`src/rtl/ldw_pkg.sv`:
```
// Shared types, constants and command table for the LED driver two-wire write master.
// No dependencies; imported by ldw_core, the top level and the testbench.
package ldw_pkg;

  localparam int POS_W = 3;
  localparam int PH_W  = 4;

  localparam logic [PH_W-1:0] PH_IDLE  = 4'd0;
  localparam logic [PH_W-1:0] PH_BITA  = 4'd1;
  localparam logic [PH_W-1:0] PH_BITB  = 4'd2;
  localparam logic [PH_W-1:0] PH_BITC  = 4'd3;
  localparam logic [PH_W-1:0] PH_ACK0  = 4'd4;
  localparam logic [PH_W-1:0] PH_ACK1  = 4'd5;
  localparam logic [PH_W-1:0] PH_ACK2  = 4'd6;
  localparam logic [PH_W-1:0] PH_ACK3  = 4'd7;
  localparam logic [PH_W-1:0] PH_STOP0 = 4'd8;
  localparam logic [PH_W-1:0] PH_STOP1 = 4'd9;
  localparam logic [PH_W-1:0] PH_STOP2 = 4'd10;

  localparam logic [1:0] BYTE_MODE = 2'd0;
  localparam logic [1:0] BYTE_ADDR = 2'd1;
  localparam logic [1:0] BYTE_DATA = 2'd2;
  localparam logic [1:0] BYTE_CTRL = 2'd3;

  localparam logic [7:0] CMD_MODE = 8'h44;
  localparam logic [7:0] CMD_ADDR = 8'hC0;
  localparam logic [7:0] CMD_CTRL = 8'h88;

  localparam int DRV_CLK = 0;
  localparam int DRV_DIO = 1;

  localparam logic [2:0] BRIGHT_RST = 3'd7;

  typedef struct packed {
    logic [PH_W-1:0]  phase;
    logic [2:0]       bit_idx;
    logic [7:0]       shift;
    logic [1:0]       byte_num;
    logic [POS_W-1:0] hpos;
    logic [7:0]       hseg;
    logic             ack_fail;
    logic [1:0]       drive;
  } ldw_state_t;

  typedef struct packed {
    logic clk_pull_low;
    logic dio_pull_low;
    logic busy;
    logic done;
    logic ack_missing;
  } ldw_res_t;

  function automatic logic [7:0] cmd_byte(input logic [1:0] n, input logic [POS_W-1:0] pos,
                                          input logic [7:0] seg, input logic [2:0] bri);
    logic [7:0] b;
    case (n)
      BYTE_MODE: b = CMD_MODE;
      BYTE_ADDR: b = CMD_ADDR | {{(8-POS_W){1'b0}}, pos};
      BYTE_DATA: b = seg;
      default:   b = CMD_CTRL | {5'b0, bri};
    endcase
    return b;
  endfunction

endpackage

```
`src/rtl/ldw_core.sv`:
```
// Bus sequencer state and its one-tick step logic.
// Depends on ldw_pkg.
module ldw_core (
  input  logic                    clk,
  input  logic                    rst_n,
  input  logic                    step_en,
  input  logic                    request,
  input  logic [ldw_pkg::POS_W-1:0] position,
  input  logic [7:0]              segments,
  input  logic                    dio_sense,
  input  logic [2:0]              brightness,
  output ldw_pkg::ldw_res_t       res
);
  import ldw_pkg::*;

  ldw_state_t st_r, st_nxt;
  logic       done;

  always_comb begin
    st_nxt = st_r;
    done   = 1'b0;
    unique case (st_r.phase)
      PH_IDLE: begin
        if (request) begin
          st_nxt.hpos     = position;
          st_nxt.hseg     = segments;
          st_nxt.ack_fail = 1'b0;
          st_nxt.drive    = 2'b00;
          st_nxt.drive[DRV_DIO] = 1'b1;
          st_nxt.byte_num = BYTE_MODE;
          st_nxt.shift    = cmd_byte(BYTE_MODE, position, segments, brightness);
          st_nxt.bit_idx  = 3'd0;
          st_nxt.phase    = PH_BITA;
        end else begin
          st_nxt.drive = 2'b00;
        end
      end
      PH_BITA: begin
        st_nxt.drive[DRV_CLK] = 1'b1;
        st_nxt.phase = PH_BITB;
      end
      PH_BITB: begin
        st_nxt.drive[DRV_DIO] = ~st_r.shift[0];
        st_nxt.phase = PH_BITC;
      end
      PH_BITC: begin
        st_nxt.drive[DRV_CLK] = 1'b0;
        st_nxt.shift = {1'b0, st_r.shift[7:1]};
        if (st_r.bit_idx == 3'd7) begin
          st_nxt.bit_idx = 3'd0;
          st_nxt.phase   = PH_ACK0;
        end else begin
          st_nxt.bit_idx = st_r.bit_idx + 3'd1;
          st_nxt.phase   = PH_BITA;
        end
      end
      PH_ACK0: begin
        st_nxt.drive = 2'b00;
        st_nxt.drive[DRV_CLK] = 1'b1;
        st_nxt.phase = PH_ACK1;
      end
      PH_ACK1: begin
        st_nxt.drive[DRV_CLK] = 1'b0;
        st_nxt.phase = PH_ACK2;
      end
      PH_ACK2: begin
        if (!dio_sense) st_nxt.drive[DRV_DIO] = 1'b1;
        else            st_nxt.ack_fail = 1'b1;
        st_nxt.phase = PH_ACK3;
      end
      PH_ACK3: begin
        st_nxt.drive[DRV_CLK] = 1'b1;
        if (st_r.byte_num == BYTE_ADDR) begin
          st_nxt.byte_num = BYTE_DATA;
          st_nxt.shift    = cmd_byte(BYTE_DATA, st_r.hpos, st_r.hseg, brightness);
          st_nxt.bit_idx  = 3'd0;
          st_nxt.phase    = PH_BITA;
        end else begin
          st_nxt.phase = PH_STOP0;
        end
      end
      PH_STOP0: begin
        st_nxt.drive[DRV_DIO] = 1'b1;
        st_nxt.phase = PH_STOP1;
      end
      PH_STOP1: begin
        st_nxt.drive[DRV_CLK] = 1'b0;
        st_nxt.phase = PH_STOP2;
      end
      PH_STOP2: begin
        st_nxt.drive = 2'b00;
        if (st_r.byte_num == BYTE_CTRL) begin
          st_nxt.phase    = PH_IDLE;
          st_nxt.byte_num = BYTE_MODE;
          done            = 1'b1;
        end else begin
          st_nxt.drive[DRV_DIO] = 1'b1;
          st_nxt.byte_num = st_r.byte_num + 2'd1;
          st_nxt.shift    = cmd_byte(st_r.byte_num + 2'd1, st_r.hpos, st_r.hseg, brightness);
          st_nxt.bit_idx  = 3'd0;
          st_nxt.phase    = PH_BITA;
        end
      end
      default: begin
        st_nxt.phase = PH_IDLE;
        st_nxt.drive = 2'b00;
      end
    endcase
  end

  always_comb begin
    res.clk_pull_low = st_nxt.drive[DRV_CLK];
    res.dio_pull_low = st_nxt.drive[DRV_DIO];
    res.busy         = (st_nxt.phase != PH_IDLE);
    res.done         = done;
    res.ack_missing  = st_nxt.ack_fail;
  end

  always_ff @(posedge clk) begin
    if (!rst_n) begin
      st_r <= '0;
    end else if (step_en) begin
      st_r <= st_nxt;
    end
  end

endmodule

```
`src/rtl/led_driver_two_wire_write_master_unit.sv`:
```
// Top level of the LED driver two-wire write master: input register, sequencer, result register.
// Depends on ldw_pkg and ldw_core.
//
// Usage:
//   Each request on the in_ channel is one bit-time tick of the bus. A tick
//   with in_request high while the sequencer is idle starts a write of three
//   framed commands (mode, address plus segment byte, display control with
//   the brightness register); while busy in_request is ignored.
//   Every tick yields exactly one result on the out_ channel: the pull-low
//   levels of both lines, busy, a done pulse and the sticky missing-ack flag.
//   cfg_we writes the 3-bit brightness register in the same cycle; write it
//   only while idle.
//   The result passes through the input register, then the sequencer step
//   into the result register. Throughput: one tick per cycle while out_ready
//   is not held low, set by the step of the sequencer state.
//   When out_ready is low the result is held and one more tick may wait in
//   the input register; in_ready drops only when both are full.
//   Reset (rst_n low, synchronous) empties both registers, idles the
//   sequencer with both lines released and sets brightness to 7.
module led_driver_two_wire_write_master_unit (
  input  logic                      clk,
  input  logic                      rst_n,
  input  logic                      in_valid,
  output logic                      in_ready,
  input  logic                      in_request,
  input  logic [ldw_pkg::POS_W-1:0] in_position,
  input  logic [7:0]                in_segments,
  input  logic                      in_dio_sense,
  output logic                      out_valid,
  input  logic                      out_ready,
  output logic                      out_clk_pull_low,
  output logic                      out_dio_pull_low,
  output logic                      out_busy_res,
  output logic                      out_done_res,
  output logic                      out_ack_missing,
  input  logic                      cfg_we,
  input  logic [2:0]                cfg_wdata
);
  import ldw_pkg::*;

  logic             in_v_r;
  logic             req_r;
  logic [POS_W-1:0] pos_r;
  logic [7:0]       seg_r;
  logic             sense_r;
  logic             out_v_r, out_v_nxt;
  ldw_res_t         res_r, res;
  logic [2:0]       bright_r;
  logic             fire;

  assign fire     = in_v_r && (!out_v_r || out_ready);
  assign in_ready = !in_v_r || fire;

  ldw_core u_core (
    .clk        (clk),
    .rst_n      (rst_n),
    .step_en    (fire),
    .request    (req_r),
    .position   (pos_r),
    .segments   (seg_r),
    .dio_sense  (sense_r),
    .brightness (bright_r),
    .res        (res)
  );

  always_comb begin
    if (fire)           out_v_nxt = 1'b1;
    else if (out_ready) out_v_nxt = 1'b0;
    else                out_v_nxt = out_v_r;
  end

  always_ff @(posedge clk) begin
    if (!rst_n) begin
      in_v_r   <= 1'b0;
      out_v_r  <= 1'b0;
      bright_r <= BRIGHT_RST;
    end else begin
      if (in_ready) in_v_r <= in_valid;
      out_v_r <= out_v_nxt;
      if (cfg_we) bright_r <= cfg_wdata;
    end
  end

  always_ff @(posedge clk) begin
    if (in_valid && in_ready) begin
      req_r   <= in_request;
      pos_r   <= in_position;
      seg_r   <= in_segments;
      sense_r <= in_dio_sense;
    end
    if (fire) res_r <= res;
  end

  assign out_valid        = out_v_r;
  assign out_clk_pull_low = res_r.clk_pull_low;
  assign out_dio_pull_low = res_r.dio_pull_low;
  assign out_busy_res     = res_r.busy;
  assign out_done_res     = res_r.done;
  assign out_ack_missing  = res_r.ack_missing;

endmodule

```
`config.mk`:
```
export PLATFORM = sky130hd
export DESIGN_NAME = led_driver_two_wire_write_master_unit
export DESIGN_NICKNAME = d
export VERILOG_FILES = /design/src/rtl/ldw_pkg.sv /design/src/rtl/ldw_core.sv /design/src/rtl/led_driver_two_wire_write_master_unit.sv
export SDC_FILE = /design/constraint.sdc
export NUM_CORES = 1
export LEC_CHECK = 0
export BUFFER_PORTS_ARGS = -buffer_cell sky130_fd_sc_hd__clkbuf_2
export CAP_MARGIN = 30
export CORE_MARGIN = 4
export CORE_UTILIZATION = 62
export DETAILED_ROUTE_END_ITERATION = 16
export PLACE_DENSITY = 0.89
export SETUP_SLACK_MARGIN = 0.5
export SLEW_MARGIN = 20
export SYNTH_ARGS = -nofsm -noshare
export SYNTH_HDL_FRONTEND = slang
export SYNTH_HIERARCHICAL = 1
export SYNTH_SLANG_ARGS = --single-unit
export TNS_END_PERCENT = 30
```
`constraint.sdc`:
```
create_clock -name clk -period 3.5 [get_ports clk]
set_clock_uncertainty 0.2 [all_clocks]
set_input_delay 0.175 -clock clk [delete_from_list [all_inputs] [get_ports clk]]
set_output_delay 0.175 -clock clk [all_outputs]
set_load 0.01 [all_outputs]
```
==> results_tabular.tex <==
\begin{tabular}{lr}
\hline
Metric & Value \\
\hline
\multicolumn{2}{l}{\textbf{Status}} \\
\quad Run status & completed \\
\multicolumn{2}{l}{\textbf{Global routing}} \\
\quad Busiest metal layer after global routing & met2 \\
\quad Met1 routing resource usage after global routing & 0.308 \\
\quad Number of global-route vias before repair & 2192 \\
\quad Total routing resource utilization after global routing & 0.254 \\
\quad Global routing usage on met3 & 0.0575 \\
\quad Met2 usage & 0.426 \\
\quad Antenna violations before repair & 0 \\
\quad Largest net degree at the start of global routing & 29 \\
\quad Wire length of the first global-routing pass & 10500 um \\
\quad Sum of overflow across all layers after global routing & 0 \\
\multicolumn{2}{l}{\textbf{Finish}} \\
\quad Final nets & 326 \\
\quad Utilization after layout & 0.745 \\
\quad Share of final-layout standard cells stronger than drive strength 1 & 0.161 \\
\quad Layout fillers & 273 \\
\quad Most used cells in the layout excluding fill and tap cells & dfxtp\_1 (36), nand2\_1 (28), clkbuf\_2 (27) \\
\quad Commonest non-fill, non-tap cell in the layout & dfxtp\_1 \\
\quad Area of all placed cells without fillers & 3040 sq um \\
\quad \# diodes & 0 \\
\quad Post-synthesis to final-layout area growth & 14.4\% \\
\multicolumn{2}{l}{\textbf{Yosys}} \\
\quad Number of nets in the synthesized netlist & 291 \\
\quad Asr flop ratio synth & 0 \\
\quad Post-Synthesis Mean Instance Area & 10.2 sq um \\
\quad Ys Warns & 6 \\
\quad Number of flops mapped to enable cells by yosys & 18 \\
\quad Most used DFF post-synth & dfxtp\_1 \\
\quad Netlist area before placement & 2660 sq um \\
\quad Count of cell types in the netlist & 54 \\
\quad Number of flip-flops and latches in the synthesized netlist & 54 \\
\quad Top-area cell type share of the netlist area & 0.271 \\
\quad Cell type with the highest aggregate area in the netlist & dfxtp\_1 \\
\quad Largest cells by area after synthesis & dfxtp\_1 (27\%), edfxtp\_1 (20\%), mux2i\_1 (8.7\%), nand2\_1 (3.9\%), ha\_1 (3.8\%) \\
\quad Number of standard cells after synthesis & 262 \\
\quad Sequential share of the synthesized area & 0.474 \\
\multicolumn{2}{l}{\textbf{Floorplan}} \\
\quad Starting density of the core & 0.651 \\
\quad I/O pin total & 28 \\
\quad Placeable core region & 4090 sq um \\
\quad Die Outline Area & 5400 sq um \\
\quad Die X & 73.5 um \\
\quad Vertical die dimension & 73.5 um \\
\quad Core Rows & 23 \\
\multicolumn{2}{l}{\textbf{Setup path}} \\
\quad Crit path kind & flip-flop to flip-flop \\
\quad Setup crit start kind & flip-flop \\
\quad Critical path required time & 3450 ps \\
\quad Highest fanout seen on the critical path & 12 \\
\quad Crit path DAT & 2690 ps \\
\quad Worst Setup End Kind & flip-flop \\
\multicolumn{2}{l}{\textbf{Power}} \\
\quad Worst VDD drop & 0.310 mV \\
\quad PnR Total Power & 1.15 mW \\
\quad Power per standard cell area & 379 nW/um\^{}2 \\
\quad Standby leakage power & 1.22 nW \\
\multicolumn{2}{l}{\textbf{CTS}} \\
\quad Later-pin clock latency in the skew report & 300 ps \\
\quad Clock tree from TritonCTS & built \\
\quad Number of buffers created by CTS & 5 \\
\quad CTS Root Buffer Type & clkbuf\_8 \\
\quad Buffer depth of the longest clock path & 2 \\
\quad Clock-pin transition on the worst setup and hold timing paths & 90 ps \\
\quad H-Tree Depth & 2 \\
\quad Number of sinks driven by the clock tree & 54 \\
\quad Post-cts repair resize count & 0 \\
\multicolumn{2}{l}{\textbf{Placement}} \\
\quad Final RePlAce weighted congestion & 0.877 \\
\quad IO Port Bufs & 27 \\
\quad DP Wirelength & 3680 um \\
\quad Pre-CTS setup slack & 890 ps \\
\quad Instance area at placement & 2760 sq um \\
\multicolumn{2}{l}{\textbf{Run}} \\
\quad Number of max-cap violations & 0 \\
\multicolumn{2}{l}{\textbf{Hold path}} \\
\quad Type of the worst min-delay path & input port to flip-flop \\
\multicolumn{2}{l}{\textbf{Routing}} \\
\quad Vias after detailed routing & 2199 \\
\quad Per-cell routed wire length & 17.7 um \\
\quad Vias per inst & 6.32 \\
\quad DRC Markers & 0 \\
\quad Sum of routed wire length over all layers & 6170 um \\
\quad Residual antenna-violating net count after detailed routing & 0 \\
\quad Pre-Repair DR Iteration Count & 5 \\
\quad First DRT Iteration DRCs & 237 \\
\multicolumn{2}{l}{\textbf{STA}} \\
\quad Shortest period the worst path allows & 2740 ps \\
\quad Worst-margin pin slew & 929 ps \\
\quad Slew Limit Headroom & 0.380 \\
\quad Total negative setup slack & 0 ps \\
\quad Number of endpoints failing setup at the final stage & 0 \\
\quad Worst setup margin & 763 ps \\
\quad Final Max Tran Viols & 0 \\
\quad Share of the cycle needed by the critical path after routing & 0.782 \\
\quad Final-report hold violation count & 0 \\
\quad RSZ-0062 raised after global routing & false \\
\quad Maximum clock frequency & 365 MHz \\
\hline
\end{tabular}
## area by class of cell
| class | instances | area (sq um) | area share |
|---|---|---|---|
| Sequential cell | 54 | 1260 | 0.414 |
| Multi-Input combinational cell | 180 | 1250 | 0.412 |
| Timing Repair Buffer | 50 | 358 | 0.118 |
| Clock buffer | 5 | 68.8 | 0.0226 |
| Tap cell | 50 | 62.6 | 0.0206 |
| Inverter | 6 | 22.5 | 0.00740 |
| Clock inverter | 3 | 16.3 | 0.00534 |
## worst paths after layout
path / start / to / slack (ps) / depth (start not counted)
setup / recovery: out_valid$_SDFFE_PN0P_ / u_core/st_r[4]$_SDFFE_PN0P_ / 760 / 5
setup reg to reg: out_valid$_SDFFE_PN0P_ / u_core/st_r[4]$_SDFFE_PN0P_ / 760 / 5
hold / removal: out_ready / in_v_r$_SDFFE_PN0P_ / 20 / 3
hold reg to reg: u_core/st_r[17]$_SDFFE_PN0P_ / u_core/st_r[17]$_SDFFE_PN0P_ / 280 / 2
## per-layer routing
layer / share of wire / wire [um] / up-vias
met5: 0 / 0 / -
met4: 0.035 / 214 / 0
met3: 0.062 / 380 / 26
met2: 0.50 / 3110 / 101
met1: 0.40 / 2470 / 1043
li1: - / - / 1029
## timing repair
| action | 4_1_cts | 5_1_grt |
|---|---|---|
| hold buffers | 20 | 0 |
| buffers inserted | 0 | 0 |
| hold endpoints to repair | 17 | 0 |
## power by group
| part | switching [mW] | total [mW] | internal, mW | leakage [nW] |
|---|---|---|---|---|
| combinational | 0.0636 | 0.126 | 0.0626 | 0.716 |
| sequential | 0.0215 | 0.697 | 0.676 | 0.466 |
| clock | 0.194 | 0.331 | 0.137 | 0.0416 |
## logic make-up after synthesis
family | after synthesis | synth area share
AO/OA/AOI/OAI | 65 | 0.180
XOR/XNOR | 1 | 0.00329
adder cells (fa/ha/maj) | 8 | 0.0376
buffers and inverters | 28 | 0.0545
flip-flops | 54 | 0.474
multiplexers | 23 | 0.0865
AND/OR/NAND/NOR | 83 | 0.165
## through the flow
| stage | hold slack, ps | std cells |
|---|---|---|
| final | 21.2 | 348 |
| after global routing | 19.7 | 348 |
| after CTS | 13.0 | 348 |
| after detailed placement | 154 | 320 |
| after global placement | 152 | 320 |
| after floorplan | 36.9 | 262 |
## Yosys cell counts, types with 2 or more instances
| library cell | instances |
|---|---|
| dfxtp_1 | 36 |
| nand2_1 | 28 |
| nor2_1 | 24 |
| mux2i_1 | 23 |
| edfxtp_1 | 18 |
| a31oi_1 | 12 |
| o21ai_0 | 12 |
| clkbuf_1 | 9 |
| ha_1 | 8 |
| a21oi_1 | 7 |
| a211oi_2 | 6 |
| inv_1 | 6 |
| a211oi_1 | 5 |
| buf_1 | 4 |
| buf_4 | 4 |
| nand3_1 | 4 |
| nor2b_1 | 4 |
| buf_6 | 3 |
| o32ai_1 | 3 |
| a221oi_1 | 2 |
| a32oi_1 | 2 |
| and3_1 | 2 |
| buf_2 | 2 |
| nand2b_1 | 2 |
| nand4b_1 | 2 |
| nor3_1 | 2 |
| nor3b_1 | 2 |
| nor4bb_1 | 2 |
| o22ai_1 | 2 |
| or3_1 | 2 |
## state kept, by name, indices dropped and copies added (netlist names)
| name | cells |
|---|---|
| bright_r | 3 |
| in_v_r | 1 |
| out_ack_missing | 1 |
| out_busy_res | 1 |
| out_clk_pull_low | 1 |
| out_dio_pull_low | 1 |
| out_done_res | 1 |
| out_valid | 1 |
| pos_r | 3 |
| req_r | 1 |
| seg_r | 8 |
| sense_r | 1 |
| u_core/st_r | 31 |
## critical path, cell delays in order (launching register included)
cell	delay, ps
dfxtp_1	360
nor2b_4	150
nor2b_1	490
nand4_1	850
mux2i_1	440
nor2_1	90
(Power assumes the default switching activity.)
